## src/dopt_pkg.sv

```systemverilog
// Shared types and constants for the deadline ordered priority table.
// No dependencies; used by every other file of the block.
package dopt_pkg;

   localparam int DEPTH_DEFAULT = 8;

   localparam int ID_W   = 8;
   localparam int REL_W  = 16;
   localparam int NOW_W  = 31;
   localparam int DL_W   = 32;
   localparam int PRIO_W = 4;

   localparam logic OP_INSERT = 1'b0;
   localparam logic OP_REMOVE = 1'b1;

   localparam logic STATUS_OK   = 1'b0;
   localparam logic STATUS_FULL = 1'b1;

   typedef struct packed {
      logic accept;
      logic sort_pass;
      logic sort_odd;
      logic rotate;
      logic emit;
      logic reject;
   } cmd_type;

   typedef struct packed {
      logic full;
      logic head_valid;
      logic out_free;
   } status_type;

endpackage

```

## src/dopt_if.sv

```systemverilog
// Valid/ready channel interfaces for request and response transactions.
// Depends on dopt_pkg for field widths.
interface dopt_req_if;
   logic                       valid;
   logic                       ready;
   logic                       op;
   logic [dopt_pkg::ID_W-1:0]  task_id;
   logic [dopt_pkg::REL_W-1:0] lead_time;
   logic [dopt_pkg::NOW_W-1:0] current_time;

   modport source (output valid, op, task_id, lead_time, current_time, input ready);
   modport sink (input valid, op, task_id, lead_time, current_time, output ready);
endinterface

interface dopt_rsp_if;
   logic                        valid;
   logic                        ready;
   logic [dopt_pkg::ID_W-1:0]   out_task_id;
   logic [dopt_pkg::PRIO_W-1:0] priority_res;
   logic                        status;
   logic                        last;

   modport source (output valid, out_task_id, priority_res, status, last, input ready);
   modport sink (input valid, out_task_id, priority_res, status, last, output ready);
endinterface

```

## src/deadline_ordered_priority_table_unit.sv

```systemverilog
// Top level of the deadline ordered priority table.
// Depends on dopt_pkg, dopt_if, dopt_ctrl and dopt_datapath.
//
// Usage:
//   req_ch carries one transaction per task event: op insert adds task_id with
//   deadline current_time + lead_time, op remove frees the first entry that
//   holds task_id (no response). rsp_ch returns, after each insert, every
//   occupied entry ordered latest deadline first with priority_res = position + 1,
//   last set on the final one. An insert into a full table returns a single
//   response with status full, priority_res 0 and last set.
// Sequence:
//   req_ch.ready is high only while the sequencer is idle. A remove is done
//   at its accept and the sequencer stays idle. An insert runs an accept,
//   DEPTH odd-even compare-exchange passes and DEPTH rotations of the slot
//   row; a rejected insert runs an accept and then a reject step.
// Reset empties the table and drops any pending response. When rsp_ch stalls,
//   the response register holds and the rotation waits on occupied slots.
module deadline_ordered_priority_table_unit #(
   parameter int DEPTH = dopt_pkg::DEPTH_DEFAULT
) (
   input  logic        clock,
   input  logic        reset,
   dopt_req_if.sink    req_ch,
   dopt_rsp_if.source  rsp_ch
);

   dopt_pkg::cmd_type          cmd;
   dopt_pkg::status_type       status;
   logic [$clog2(DEPTH)-1:0]   step;
   logic                       ready;

   assign req_ch.ready = ready;

   dopt_ctrl #(
      .DEPTH (DEPTH)
   ) u_ctrl (
      .clock     (clock),
      .reset     (reset),
      .req_valid (req_ch.valid),
      .req_op    (req_ch.op),
      .req_ready (ready),
      .status    (status),
      .cmd       (cmd),
      .step      (step)
   );

   dopt_datapath #(
      .DEPTH (DEPTH)
   ) u_datapath (
      .clock             (clock),
      .reset             (reset),
      .req_op            (req_ch.op),
      .req_task_id       (req_ch.task_id),
      .req_lead_time     (req_ch.lead_time),
      .req_current_time  (req_ch.current_time),
      .cmd               (cmd),
      .step              (step),
      .status            (status),
      .rsp_ch            (rsp_ch)
   );

endmodule

```

## src/dopt_ctrl.sv

```systemverilog
// Sequencer for accept, sort passes, emission rotation and reject.
// Depends on dopt_pkg for command and status types.
module dopt_ctrl #(
   parameter int DEPTH = dopt_pkg::DEPTH_DEFAULT
) (
   input  logic                 clock,
   input  logic                 reset,
   input  logic                 req_valid,
   input  logic                 req_op,
   output logic                 req_ready,
   input  dopt_pkg::status_type status,
   output dopt_pkg::cmd_type    cmd,
   output logic [$clog2(DEPTH)-1:0] step
);

   localparam int CW = $clog2(DEPTH);

   typedef enum logic [3:0] {
      ST_IDLE   = 4'b0001,
      ST_SORT   = 4'b0010,
      ST_EMIT   = 4'b0100,
      ST_REJECT = 4'b1000
   } state_type;

   state_type       state_ff, state_in;
   logic [CW-1:0]   step_ff, step_in;
   logic            step_end;

   assign step_end = (step_ff == CW'(DEPTH - 1));
   assign step     = step_ff;

   always_comb begin
      state_in  = state_ff;
      step_in   = step_ff;
      cmd       = '0;
      req_ready = 1'b0;
      case (state_ff)
         ST_IDLE: begin
            req_ready = 1'b1;
            if (req_valid) begin
               cmd.accept = 1'b1;
               if (req_op == dopt_pkg::OP_INSERT) begin
                  step_in  = '0;
                  state_in = status.full ? ST_REJECT : ST_SORT;
               end
            end
         end
         ST_SORT: begin
            cmd.sort_pass = 1'b1;
            cmd.sort_odd  = step_ff[0];
            if (step_end) begin
               step_in  = '0;
               state_in = ST_EMIT;
            end else begin
               step_in = step_ff + 1'b1;
            end
         end
         ST_EMIT: begin
            cmd.emit   = status.head_valid & status.out_free;
            cmd.rotate = ~status.head_valid | status.out_free;
            if (cmd.rotate) begin
               if (step_end) begin
                  step_in  = '0;
                  state_in = ST_IDLE;
               end else begin
                  step_in = step_ff + 1'b1;
               end
            end
         end
         ST_REJECT: begin
            if (status.out_free) begin
               cmd.reject = 1'b1;
               state_in   = ST_IDLE;
            end
         end
         default: begin
            state_in = ST_IDLE;
         end
      endcase
   end

   always_ff @(posedge clock) begin
      if (reset) begin
         state_ff <= ST_IDLE;
         step_ff  <= '0;
      end else begin
         state_ff <= state_in;
         step_ff  <= step_in;
      end
   end

endmodule

```

## src/dopt_datapath.sv

```systemverilog
// Task table slots, compare-exchange network, rotation and response register.
// Depends on dopt_pkg and the channel interfaces in dopt_if.
module dopt_datapath #(
   parameter int DEPTH = dopt_pkg::DEPTH_DEFAULT
) (
   input  logic                      clock,
   input  logic                      reset,
   input  logic                      req_op,
   input  logic [dopt_pkg::ID_W-1:0]  req_task_id,
   input  logic [dopt_pkg::REL_W-1:0] req_lead_time,
   input  logic [dopt_pkg::NOW_W-1:0] req_current_time,
   input  dopt_pkg::cmd_type         cmd,
   input  logic [$clog2(DEPTH)-1:0]  step,
   output dopt_pkg::status_type      status,
   dopt_rsp_if.source                rsp_ch
);

   localparam int CW = $clog2(DEPTH);

   logic [dopt_pkg::ID_W-1:0] id_ff [DEPTH];
   logic [dopt_pkg::ID_W-1:0] id_in [DEPTH];
   logic [dopt_pkg::DL_W-1:0] dl_ff [DEPTH];
   logic [dopt_pkg::DL_W-1:0] dl_in [DEPTH];
   logic [DEPTH-1:0]          vld_ff, vld_in;

   logic [DEPTH-1:0] free_vec, match_vec, ins_mask, rm_mask;
   logic [DEPTH-1:0] take_next, take_prev;
   logic [DEPTH-2:0] swap_b;
   logic [dopt_pkg::DL_W-1:0] new_dl;
   logic                      do_insert, do_remove;

   logic [dopt_pkg::ID_W-1:0]   rej_id_ff;
   logic                        out_valid_ff;
   logic [dopt_pkg::ID_W-1:0]   out_id_ff;
   logic [dopt_pkg::PRIO_W-1:0] out_prio_ff;
   logic                        out_status_ff;
   logic                        out_last_ff;
   logic [CW:0]                 pos1;
   logic                        out_free;

   assign new_dl    = dopt_pkg::DL_W'(req_current_time) + dopt_pkg::DL_W'(req_lead_time);
   assign do_insert = cmd.accept & (req_op == dopt_pkg::OP_INSERT);
   assign do_remove = cmd.accept & (req_op == dopt_pkg::OP_REMOVE);

   assign free_vec = ~vld_ff;
   assign ins_mask = free_vec & (~free_vec + DEPTH'(1));
   assign rm_mask  = match_vec & (~match_vec + DEPTH'(1));

   genvar p, i;
   generate
      for (p = 0; p < DEPTH - 1; p++) begin : g_pair
         assign swap_b[p] = cmd.sort_pass && (cmd.sort_odd == 1'(p % 2)) &&
                            ((vld_ff[p+1] && !vld_ff[p]) ||
                             (vld_ff[p+1] && vld_ff[p] && (dl_ff[p+1] > dl_ff[p])));
      end

      for (i = 0; i < DEPTH; i++) begin : g_slot
         localparam int NXT = (i + 1) % DEPTH;
         localparam int PRV = (i + DEPTH - 1) % DEPTH;

         assign match_vec[i] = vld_ff[i] && (id_ff[i] == req_task_id);

         if (i < DEPTH - 1) begin : g_hi
            assign take_next[i] = swap_b[i];
         end else begin : g_hi_end
            assign take_next[i] = 1'b0;
         end
         if (i > 0) begin : g_lo
            assign take_prev[i] = swap_b[i-1];
         end else begin : g_lo_end
            assign take_prev[i] = 1'b0;
         end

         always_comb begin
            id_in[i]  = id_ff[i];
            dl_in[i]  = dl_ff[i];
            vld_in[i] = vld_ff[i];
            if (do_insert && ins_mask[i]) begin
               id_in[i]  = req_task_id;
               dl_in[i]  = new_dl;
               vld_in[i] = 1'b1;
            end
            if (do_remove && rm_mask[i]) begin
               vld_in[i] = 1'b0;
            end
            if (take_next[i] || cmd.rotate) begin
               id_in[i]  = id_ff[NXT];
               dl_in[i]  = dl_ff[NXT];
               vld_in[i] = vld_ff[NXT];
            end else if (take_prev[i]) begin
               id_in[i]  = id_ff[PRV];
               dl_in[i]  = dl_ff[PRV];
               vld_in[i] = vld_ff[PRV];
            end
         end

         always_ff @(posedge clock) begin
            id_ff[i] <= id_in[i];
            dl_ff[i] <= dl_in[i];
         end
      end
   endgenerate

   always_ff @(posedge clock) begin
      if (reset) begin
         vld_ff <= '0;
      end else begin
         vld_ff <= vld_in;
      end
   end

   assign out_free = ~out_valid_ff | rsp_ch.ready;
   assign pos1     = {1'b0, step} + 1'b1;

   always_ff @(posedge clock) begin
      if (cmd.accept) begin
         rej_id_ff <= req_task_id;
      end
      if (cmd.emit) begin
         out_id_ff     <= id_ff[0];
         out_prio_ff   <= dopt_pkg::PRIO_W'(pos1);
         out_status_ff <= dopt_pkg::STATUS_OK;
         out_last_ff   <= ~vld_ff[1] | (step == CW'(DEPTH - 1));
      end else if (cmd.reject) begin
         out_id_ff     <= rej_id_ff;
         out_prio_ff   <= '0;
         out_status_ff <= dopt_pkg::STATUS_FULL;
         out_last_ff   <= 1'b1;
      end
   end

   always_ff @(posedge clock) begin
      if (reset) begin
         out_valid_ff <= 1'b0;
      end else if (cmd.emit || cmd.reject) begin
         out_valid_ff <= 1'b1;
      end else if (rsp_ch.ready) begin
         out_valid_ff <= 1'b0;
      end
   end

   assign rsp_ch.valid        = out_valid_ff;
   assign rsp_ch.out_task_id  = out_id_ff;
   assign rsp_ch.priority_res = out_prio_ff;
   assign rsp_ch.status       = out_status_ff;
   assign rsp_ch.last         = out_last_ff;

   assign status.full       = &vld_ff;
   assign status.head_valid = vld_ff[0];
   assign status.out_free   = out_free;

endmodule

```

## src/flat_wrapper.sv

```systemverilog
// flat-port wrapper written by rule: the top's interface ports become plain ports
module deadline_ordered_priority_table_unit_flat 
#(
   parameter int DEPTH = dopt_pkg::DEPTH_DEFAULT
)
  (clock, reset, req_ch_valid, req_ch_op, req_ch_task_id, req_ch_lead_time, req_ch_current_time, req_ch_ready, rsp_ch_valid, rsp_ch_out_task_id, rsp_ch_priority_res, rsp_ch_status, rsp_ch_last, rsp_ch_ready);
  dopt_req_if req_ch_i ();
  dopt_rsp_if rsp_ch_i ();
  input  logic clock;
  input  logic reset;
  input wire logic [$bits(req_ch_i.valid)-1:0] req_ch_valid;
  input wire logic [$bits(req_ch_i.op)-1:0] req_ch_op;
  input wire logic [$bits(req_ch_i.task_id)-1:0] req_ch_task_id;
  input wire logic [$bits(req_ch_i.lead_time)-1:0] req_ch_lead_time;
  input wire logic [$bits(req_ch_i.current_time)-1:0] req_ch_current_time;
  output wire logic [$bits(req_ch_i.ready)-1:0] req_ch_ready;
  output wire logic [$bits(rsp_ch_i.valid)-1:0] rsp_ch_valid;
  output wire logic [$bits(rsp_ch_i.out_task_id)-1:0] rsp_ch_out_task_id;
  output wire logic [$bits(rsp_ch_i.priority_res)-1:0] rsp_ch_priority_res;
  output wire logic [$bits(rsp_ch_i.status)-1:0] rsp_ch_status;
  output wire logic [$bits(rsp_ch_i.last)-1:0] rsp_ch_last;
  input wire logic [$bits(rsp_ch_i.ready)-1:0] rsp_ch_ready;
  assign req_ch_i.valid = req_ch_valid;
  assign req_ch_i.op = req_ch_op;
  assign req_ch_i.task_id = req_ch_task_id;
  assign req_ch_i.lead_time = req_ch_lead_time;
  assign req_ch_i.current_time = req_ch_current_time;
  assign req_ch_ready = req_ch_i.ready;
  assign rsp_ch_valid = rsp_ch_i.valid;
  assign rsp_ch_out_task_id = rsp_ch_i.out_task_id;
  assign rsp_ch_priority_res = rsp_ch_i.priority_res;
  assign rsp_ch_status = rsp_ch_i.status;
  assign rsp_ch_last = rsp_ch_i.last;
  assign rsp_ch_i.ready = rsp_ch_ready;
  deadline_ordered_priority_table_unit #(.DEPTH(DEPTH)) u_core (.clock(clock), .reset(reset), .req_ch(req_ch_i), .rsp_ch(rsp_ch_i));
endmodule
```

## config.mk

```make
export PLATFORM = sky130hd
export DESIGN_NAME = deadline_ordered_priority_table_unit_flat
export DESIGN_NICKNAME = d
export VERILOG_FILES = /design/src/dopt_pkg.sv /design/src/dopt_if.sv /design/src/deadline_ordered_priority_table_unit.sv /design/src/dopt_ctrl.sv /design/src/dopt_datapath.sv /design/src/flat_wrapper.sv
export SDC_FILE = /design/constraint.sdc
export NUM_CORES = 1
export LEC_CHECK = 0
export BUFFER_PORTS_ARGS = -buffer_cell sky130_fd_sc_hd__buf_2
export CAP_MARGIN = 20
export CORE_MARGIN = 1.5
export CORE_UTILIZATION = 60
export DETAILED_ROUTE_END_ITERATION = 10
export PLACE_DENSITY = 0.77
export SLEW_MARGIN = 20
export SYNTH_ARGS = -nofsm -noshare
export SYNTH_HDL_FRONTEND = slang
export SYNTH_SLANG_ARGS = --single-unit
```

## constraint.sdc

```tcl
create_clock -name clock -period 8.7 [get_ports clock]
set_clock_uncertainty 0.15 [all_clocks]
set_input_delay 0 -clock clock [delete_from_list [all_inputs] [get_ports clock]]
set_output_delay 0 -clock clock [all_outputs]
set_load 0.02 [all_outputs]
```

==> metrics.md, run 1 <==
| Metric | Value |
|---|---|
| Status | `finished clean` |
| Largest fanout on the critical path | `29` |
| Antenna diodes | `0` |
| Routed len/inst | `24.4 um` |
| First-pass iteration count of the detailed router | `6` |
| Mux contribution to synthesized area | `0.0453` |
| Max-Cap Viols | `0` |
| Count of cells resized by post-cts repair | `0` |
| IO Port Bufs | `75` |
| Post-synthesis compound-gate area fraction | `0.175` |
| CTS H-tree depth | `2` |
| Top-Level Pins | `76` |
| Hold path cells | `4` |
| Main combinational cell family by area after synthesis | `compound AO/OA/AOI/OAI gates` |
| Layout cells sized above 1 | `0.0799` |
| First-pass GRT wire length | `120000 um` |
| Pins Over Slew Limit | `0` |
| HPWL Detailed | `55400 um` |
| Final Hold Fails | `0` |
| CTS Buf Count | `41` |
| Die footprint | `42800 um^2` |
| Number of global-route vias before repair | `20714` |
| GPL Wtd Cong | `0.983` |
| CP most frequent cell | `buf_4` |
| Clk buf depth | `3` |
| Seq cells post-synth | `358` |
| Total routed wirelength | `79700 um` |
| Post-route DRC | `0` |
| Post-synth EDFFs | `341` |
| Max-slew headroom | `0.135` |
| Synth-to-layout area growth | `9.47%` |
| Initial Util | `0.610` |
| Total Power | `4210 uW` |
| GRT Total Usage | `0.373` |
| Post-DP Area | `25700 um^2` |
| Core area | `40900 um^2` |
| Setup Crit Path Kind | `flop to flop` |
| Worst Tran Pin Value | `1.29 ns` |
| Data arrival time of the critical path | `4.95 ns` |
| Leakage | `0.0110 uW` |
| Cell Area, Synth | `25000 um^2` |
| Simple-Gate Fraction of Synth Area | `0.136` |
| Site Rows | `74` |
| Synth Area in XOR/XNOR | `0.0333` |
| Largest net degree at the start of global routing | `81` |
| # hold bufs at CTS | `29` |
| Reg clk slew, reported paths | `0.06 ns` |
| Worst EP required | `8.81 ns` |
| Max VDD drop | `132 uV` |
| CTS sink count | `358` |
| Critical Path Sink Type | `flop` |
| Final Core Density | `0.668` |
| Initial drt markers | `3179` |
| Design area | `27300 um^2` |
| Nets | `3000` |
| Post-Synthesis Net Count | `2964` |
| CP max stage cell | `nor2_1` |
| Die Wd | `207 um` |
| Syn avg cell area | `9.38 um^2` |
| Via count | `21681` |
| RSZ-0062 raised after global routing | `false` |
| Ys flop type | `edfxtp_1` |
| Pwr dens | `154 nW/um^2` |
| F_max | `0.207 GHz` |
| Synth warnings | `0` |
| Yosys cell types | `86` |
| CP peak stage delay | `0.86 ns` |
| Final setup TNS | `0 ns` |
| CTS tree | `built` |
| Total gr overflow | `0` |
| Crit-path cells | `inv_1, ha_1, and4_1, nor4bb_1, nand4_1, nand3_1, nor2_2, buf_4, nor2_1, nand3_2, buf_4` |
| Syn Inst Count | `2661` |
| Min Tclk post-route | `4.84 ns` |
| Antenna violations before repair | `3` |
| Path depth of the worst reg2reg path | `11` |
| Via-per-instance ratio | `6.65` |
| Synth Area in Adders | `0.122` |
| ANT nets after route | `0` |
| Final period util | `0.556` |
| Number of setup buffers added after CTS | `0` |
| Die height | `207 um` |
| Clk Latency, worst-skew pair | `0.58 ns` |
| Root Buffer | `clkbuf_16` |
| Hold Path Class | `input port to flop` |
| Setup Viol. Count Final | `0` |
| Startpoint types | `flop` |
| Ys async rst share | `0` |
| Register area share after synthesis | `0.424` |
## synthesized netlist by cell type (40+ instances only)
| cell type | number | area share |
|---|---|---|
| a21oi_1 | 229 | 0.046 |
| buf_2 | 45 | 0.0090 |
| clkbuf_1 | 70 | 0.011 |
| edfxtp_1 | 341 | 0.41 |
| ha_1 | 242 | 0.12 |
| inv_1 | 248 | 0.037 |
| mux2i_1 | 93 | 0.037 |
| nand2_1 | 313 | 0.047 |
| nand3_1 | 63 | 0.013 |
| nand4_1 | 54 | 0.014 |
| nor2_1 | 156 | 0.023 |
| o21ai_0 | 250 | 0.050 |
| o221ai_1 | 40 | 0.014 |
| xnor2_1 | 42 | 0.015 |
| xor2_1 | 51 | 0.018 |
## cells by family after synthesis
group,after synthesis
buf+inv,390
compound gates,734
flops,358
simple gates,733
fa+ha+maj,243
mux,109
xor+xnor,94
## area by class of cell
class | instances | area [um^2]
multi-input cells | 1913 | 12900
inverters | 248 | 931
clock buffers | 53 | 1110
well taps | 532 | 666
fillers | 3256 | 13600
repair buffers | 135 | 898
clock inverters | 23 | 238
flip-flops and latches | 358 | 10600
## sequential cells by signal, indices dropped and copies added, names as in the netlist
register	count
u_core.u_datapath.id_ff	64
u_core.u_datapath.vld_ff	8
u_core.u_datapath.rej_id_ff	8
u_core.u_datapath.rsp_ch.last	1
u_core.u_datapath.dl_ff	256
u_core.u_ctrl.state_ff	4
u_core.u_datapath.rsp_ch.out_task_id	8
u_core.u_datapath.rsp_ch.priority_res	4
u_core.u_ctrl.step	3
u_core.u_datapath.rsp_ch.valid	1
u_core.u_datapath.rsp_ch.status	1
## worst max-delay path: cells and delay by family (launching register included)
| family | cells | cell delay, ns |
|---|---|---|
| fa+ha+maj | 1 | 0.32 |
| simple gates | 7 | 2.78 |
| flops | 1 | 0.39 |
| buf+inv | 3 | 0.85 |
## cell usage in the layout, fill, tap and decap left out, types with 20 or more instances in the layout
cell type,count
edfxtp_1,341
nand2_1,307
inv_1,248
o21ai_0,248
ha_1,242
a21oi_1,228
nor2_1,155
mux2i_1,93
buf_2,75
nand3_1,62
nand4_1,54
xor2_1,51
clkbuf_16,43
xnor2_1,42
o221ai_1,40
nor2b_1,36
o22ai_1,34
buf_4,31
dlygate4sd3_1,29
nor3_1,26
o211ai_1,20
## per-stage QoR
stage | setup slack (ns) | hold slack [ns] | cells
after floorplan | 3.51 | -0.0669 | 2661
after global placement | 4.14 | 0.218 | 3157
after detailed placement | 4.03 | 0.227 | 3157
after CTS | 4.00 | 0.0183 | 3262
after global routing | 3.71 | 0.142 | 3262
final | 3.86 | 0.0824 | 3262
## power breakdown
part           switching (uW)  internal, uW  total [uW]
clock                     754          1050        1810
sequential               14.9          1940        1950
combinational             279           174         453
## routing by layer
metal,up-vias,track usage,routed length (um)
met5,-,0,11
met3,223,0.0791,9960
met1,10223,0.497,30800
met2,1485,0.590,35500
li1,9748,-,-
met4,2,0.159,3390
## worst paths after layout
check / from / to / slack (ns)
setup reg to reg: u_core.u_datapath.dl_ff[1][78] / u_core.u_datapath.dl_ff[1][92] / 3.86
hold reg to reg: u_core.u_ctrl.step[1] / u_core.u_ctrl.step[1] / 0.32
hold / removal: req_ch_lead_time[0] / u_core.u_datapath.dl_ff[0][0] / 0.08
setup / recovery: u_core.u_datapath.dl_ff[1][78] / u_core.u_datapath.dl_ff[1][92] / 3.86
Note: power is estimated with default switching activity, not from simulation.
==> run 2: changes to the inputs <==
- CORE_UTILIZATION: 60 -> 58
- PLACE_DENSITY: 0.77 -> 0.78
- clock period: 8.7 -> 4.1 ns (I/O delays scaled with it)
==> run 2 against run 1 <==
The flow now finishes with violations (setup timing); sequential power up 110%; global-route usage decreased by 0.26 points; worst hold slack better by 0.0012 ns; sequential share of layout area is 0.95 points lower; critical path depth unchanged; worst setup slack worse by 3.9 ns; maximum frequency is 17% higher; non-clock buffer count increased by 56; die area rose by 3.4%; combinational power is 120% higher.
==> metrics.md, run 2 (synthesis gave the netlist of run 1 again) <==
| Metric | Value |
|---|---|
| Max reg flops | `256 (unchanged)` |
| Worst EP required | `4.26 ns (was 8.81 ns)` |
| Max VDD drop | `238 uV (was 132 uV)` |
| Site Rows | `75 (was 74)` |
| Via-per-instance ratio | `6.72 (was 6.65)` |
| Commonest non-fill, non-tap cell in the layout | `edfxtp_1 (unchanged)` |
| Initial Util | `0.591 (was 0.610)` |
| GPL Wtd Cong | `0.985 (was 0.983)` |
| Commonest cells after routing, fill and taps aside | `edfxtp_1, nand2_1, inv_1, o21ai_0, ha_1 (unchanged)` |
| Top Usage Layer GRT | `met2 (unchanged)` |
| Met1 global-route usage | `0.494 (was 0.497)` |
| Setup Crit Path Kind | `flop to flop (unchanged)` |
| Pins Over Slew Limit | `0 (unchanged)` |
| Reg2reg start | `u_core.u_datapath.dl_ff[1][31] (was u_core.u_datapath.dl_ff[1][78])` |
| Layout cells sized above 1 | `0.0992 (was 0.0799)` |
| Top reg by flops | `u_core.u_datapath.dl_ff (unchanged)` |
| Initial drt markers | `3299 (was 3179)` |
| Count of cells resized by post-cts repair | `0 (unchanged)` |
| First-pass iteration count of the detailed router | `6 (unchanged)` |
| # hold bufs at CTS | `30 (was 29)` |
| Die Wd | `210 um (was 207 um)` |
| HPWL Detailed | `58800 um (was 55400 um)` |
| Final Hold Fails | `0 (unchanged)` |
| Internal power | `6720 uW (was 3170 uW)` |
| Clk Latency, worst-skew pair | `0.59 ns (was 0.58 ns)` |
| Root Buffer | `clkbuf_16 (unchanged)` |
| GRT Total Usage | `0.371 (was 0.373)` |
| Sequential Power Share | `0.463 (was 0.464)` |
| CTS sink count | `358 (unchanged)` |
| Switching power | `2230 uW (was 1050 uW)` |
| Die footprint | `44300 um^2 (was 42800 um^2)` |
| Number of global-route vias before repair | `21626 (was 20714)` |
| Largest fanout on the critical path | `46 (was 29)` |
| Largest regs | `u_core.u_datapath.dl_ff (256), u_core.u_datapath.id_ff (64) (unchanged)` |
| Final period util | `1.01 (was 0.556)` |
| Failing checks | `setup timing` |
| Routed len/inst | `24.8 um (was 24.4 um)` |
| Path depth of the worst reg2reg path | `11 (unchanged)` |
| Pwr dens | `319 nW/um^2 (was 154 nW/um^2)` |
| Top-Level Pins | `76 (unchanged)` |
| CTS tree | `built (unchanged)` |
| Reg-to-Reg End | `u_core.u_datapath.dl_ff[1][33] (was u_core.u_datapath.dl_ff[1][92])` |
| Startpoint types | `flop (unchanged)` |
| Synth-to-layout area growth | `12.2% (was 9.47%)` |
| Reg clk slew, reported paths | `0.07 ns (was 0.06 ns)` |
| CTS Buf Count | `41 (unchanged)` |
| ANT nets after route | `0 (unchanged)` |
| Setup WS post-layout | `-0.0276 ns (was 3.86 ns)` |
| Antenna violations before repair | `3 (unchanged)` |
| RSZ-0062 raised after global routing | `false (unchanged)` |
| Final setup TNS | `-0.0446 ns (was 0 ns)` |
| CTS H-tree depth | `2 (unchanged)` |
| Status | `complete, but fails checks (was finished clean)` |
| Nets | `3056 (was 3000)` |
| Comb pwr share | `0.110 (was 0.107)` |
| Hold path cells | `4 (unchanged)` |
| Total routed wirelength | `82400 um (was 79700 um)` |
| Leakage | `0.0114 uW (was 0.0110 uW)` |
| Met2 usage | `0.574 (was 0.590)` |
| Max-Cap Viols | `0 (unchanged)` |
| Worst Tran Pin Value | `1.17 ns (was 1.29 ns)` |
| Clock share of power | `0.426 (was 0.429)` |
| IO Port Bufs | `75 (unchanged)` |
| Setup Viol. Count Final | `2 (was 0)` |
| Post-DP Area | `26400 um^2 (was 25700 um^2)` |
| Design area | `28000 um^2 (was 27300 um^2)` |
| Die height | `210 um (was 207 um)` |
| Critical Path Sink Type | `flop (unchanged)` |
| Total Power | `8950 uW (was 4210 uW)` |
| Filler cell count | `3330 (was 3256)` |
| FF-to-FF setup slack | `-0.03 ns (was 3.86 ns)` |
| Hold Path Sink | `u_core.u_datapath.dl_ff[0][0] (unchanged)` |
| Via count | `22309 (was 21681)` |
| Total gr overflow | `0 (unchanged)` |
| Min Tclk post-route | `4.13 ns (was 4.84 ns)` |
| Max-slew headroom | `0.216 (was 0.135)` |
| Grt met3 use | `0.0875 (was 0.0791)` |
| First-pass GRT wire length | `125000 um (was 120000 um)` |
| Number of setup buffers added after CTS | `0 (unchanged)` |
| Multi-input gate area | `12900 um^2 (unchanged)` |
| F_max | `0.242 GHz (was 0.207 GHz)` |
| Hold Path Class | `input port to flop (unchanged)` |
| Sequential standard cell area | `10600 um^2 (unchanged)` |
| Sw Ratio | `0.249 (about the same)` |
| Finished Layout Cells | `3322 (was 3262)` |
| Min Hold Slack | `0.0836 ns (was 0.0824 ns)` |
| Hold Startpoint | `req_ch_lead_time[0] (unchanged)` |
| Largest net degree at the start of global routing | `68 (was 81)` |
| DP Cell Count | `3219 (was 3157)` |
| Post-route DRC | `0 (unchanged)` |
| Clk buf depth | `3 (unchanged)` |
| Core area | `42200 um^2 (was 40900 um^2)` |
| Data arrival time of the critical path | `4.29 ns (was 4.95 ns)` |
[run 2: cell count changes in the layout (fill, tap and decap cells not counted), sizes merged]
cell and change:
buf +55, clkbuf -3, clkinv -4, clkinvlp +1, diode +2, dlygate4sd3 +1, inv +1
[run 2: area by class of cell]
type	instances	share of cell area
diodes	2	0.000179
clock buffers	50	0.0389
clock inverters	21	0.00947
inverters	248	0.0332
multi-input cells	1913	0.460
flip-flops and latches	358	0.378
well taps	539	0.0241
repair buffers	191	0.0561
[run 2: how the worst max path moves through the flow]
stage	start	to	slack [ns]	cells past startpoint
floorplan	u_core.u_datapath.dl_ff[1][71]	u_core.u_datapath.dl_ff[1][64]	0.03	11
global placement	u_core.u_datapath.dl_ff[1][61]	u_core.u_datapath.dl_ff[1][37]	0.26	10
detailed placement	u_core.u_datapath.dl_ff[1][61]	u_core.u_datapath.id_ff[1][8]	0.20	9
CTS	u_core.u_datapath.dl_ff[1][31]	u_core.u_datapath.dl_ff[1][33]	0.18	11
global route	u_core.u_datapath.dl_ff[1][31]	u_core.u_datapath.dl_ff[1][33]	0.009	11
finish	u_core.u_datapath.dl_ff[1][31]	u_core.u_datapath.dl_ff[1][33]	-0.03	11
[run 2: critical path, stage by stage (launching register included)]
cell	delay, ns
edfxtp_1	0.40
inv_1	0.08
ha_1	0.32
nand4_1	0.20
nor4_1	0.81
nand4_1	0.43
o21ba_2	0.34
o21ai_4	0.10
buf_4	0.58
nand2_1	0.14
o211ai_1	0.13
o21ai_0	0.16
[run 2: power by group through the flow]
stage               Combinational, uW  Sequential, uW  Clock [uW]
global placement                  887            4220           0
finish                            986            4150        3810
global route                     1070            4150        3940
floorplan                         635            4210           0
CTS                               956            4140        3820
detailed placement                929            4220           0
[run 2: per-stage QoR]
step                      utilization  setup slack, ns
after global routing            0.663          0.00939
after CTS                       0.663            0.178
after floorplan                     -           0.0276
final                           0.663          -0.0276
after global placement          0.624            0.265
after detailed placement        0.624            0.204
[run 2: layer usage]
metal  vias to the layer above  part of all wire
li1                       9876                 -
met1                     10574              0.38
met2                      1611              0.44
met3                       246              0.13
met4                         2             0.045
met5                         -           0.00013
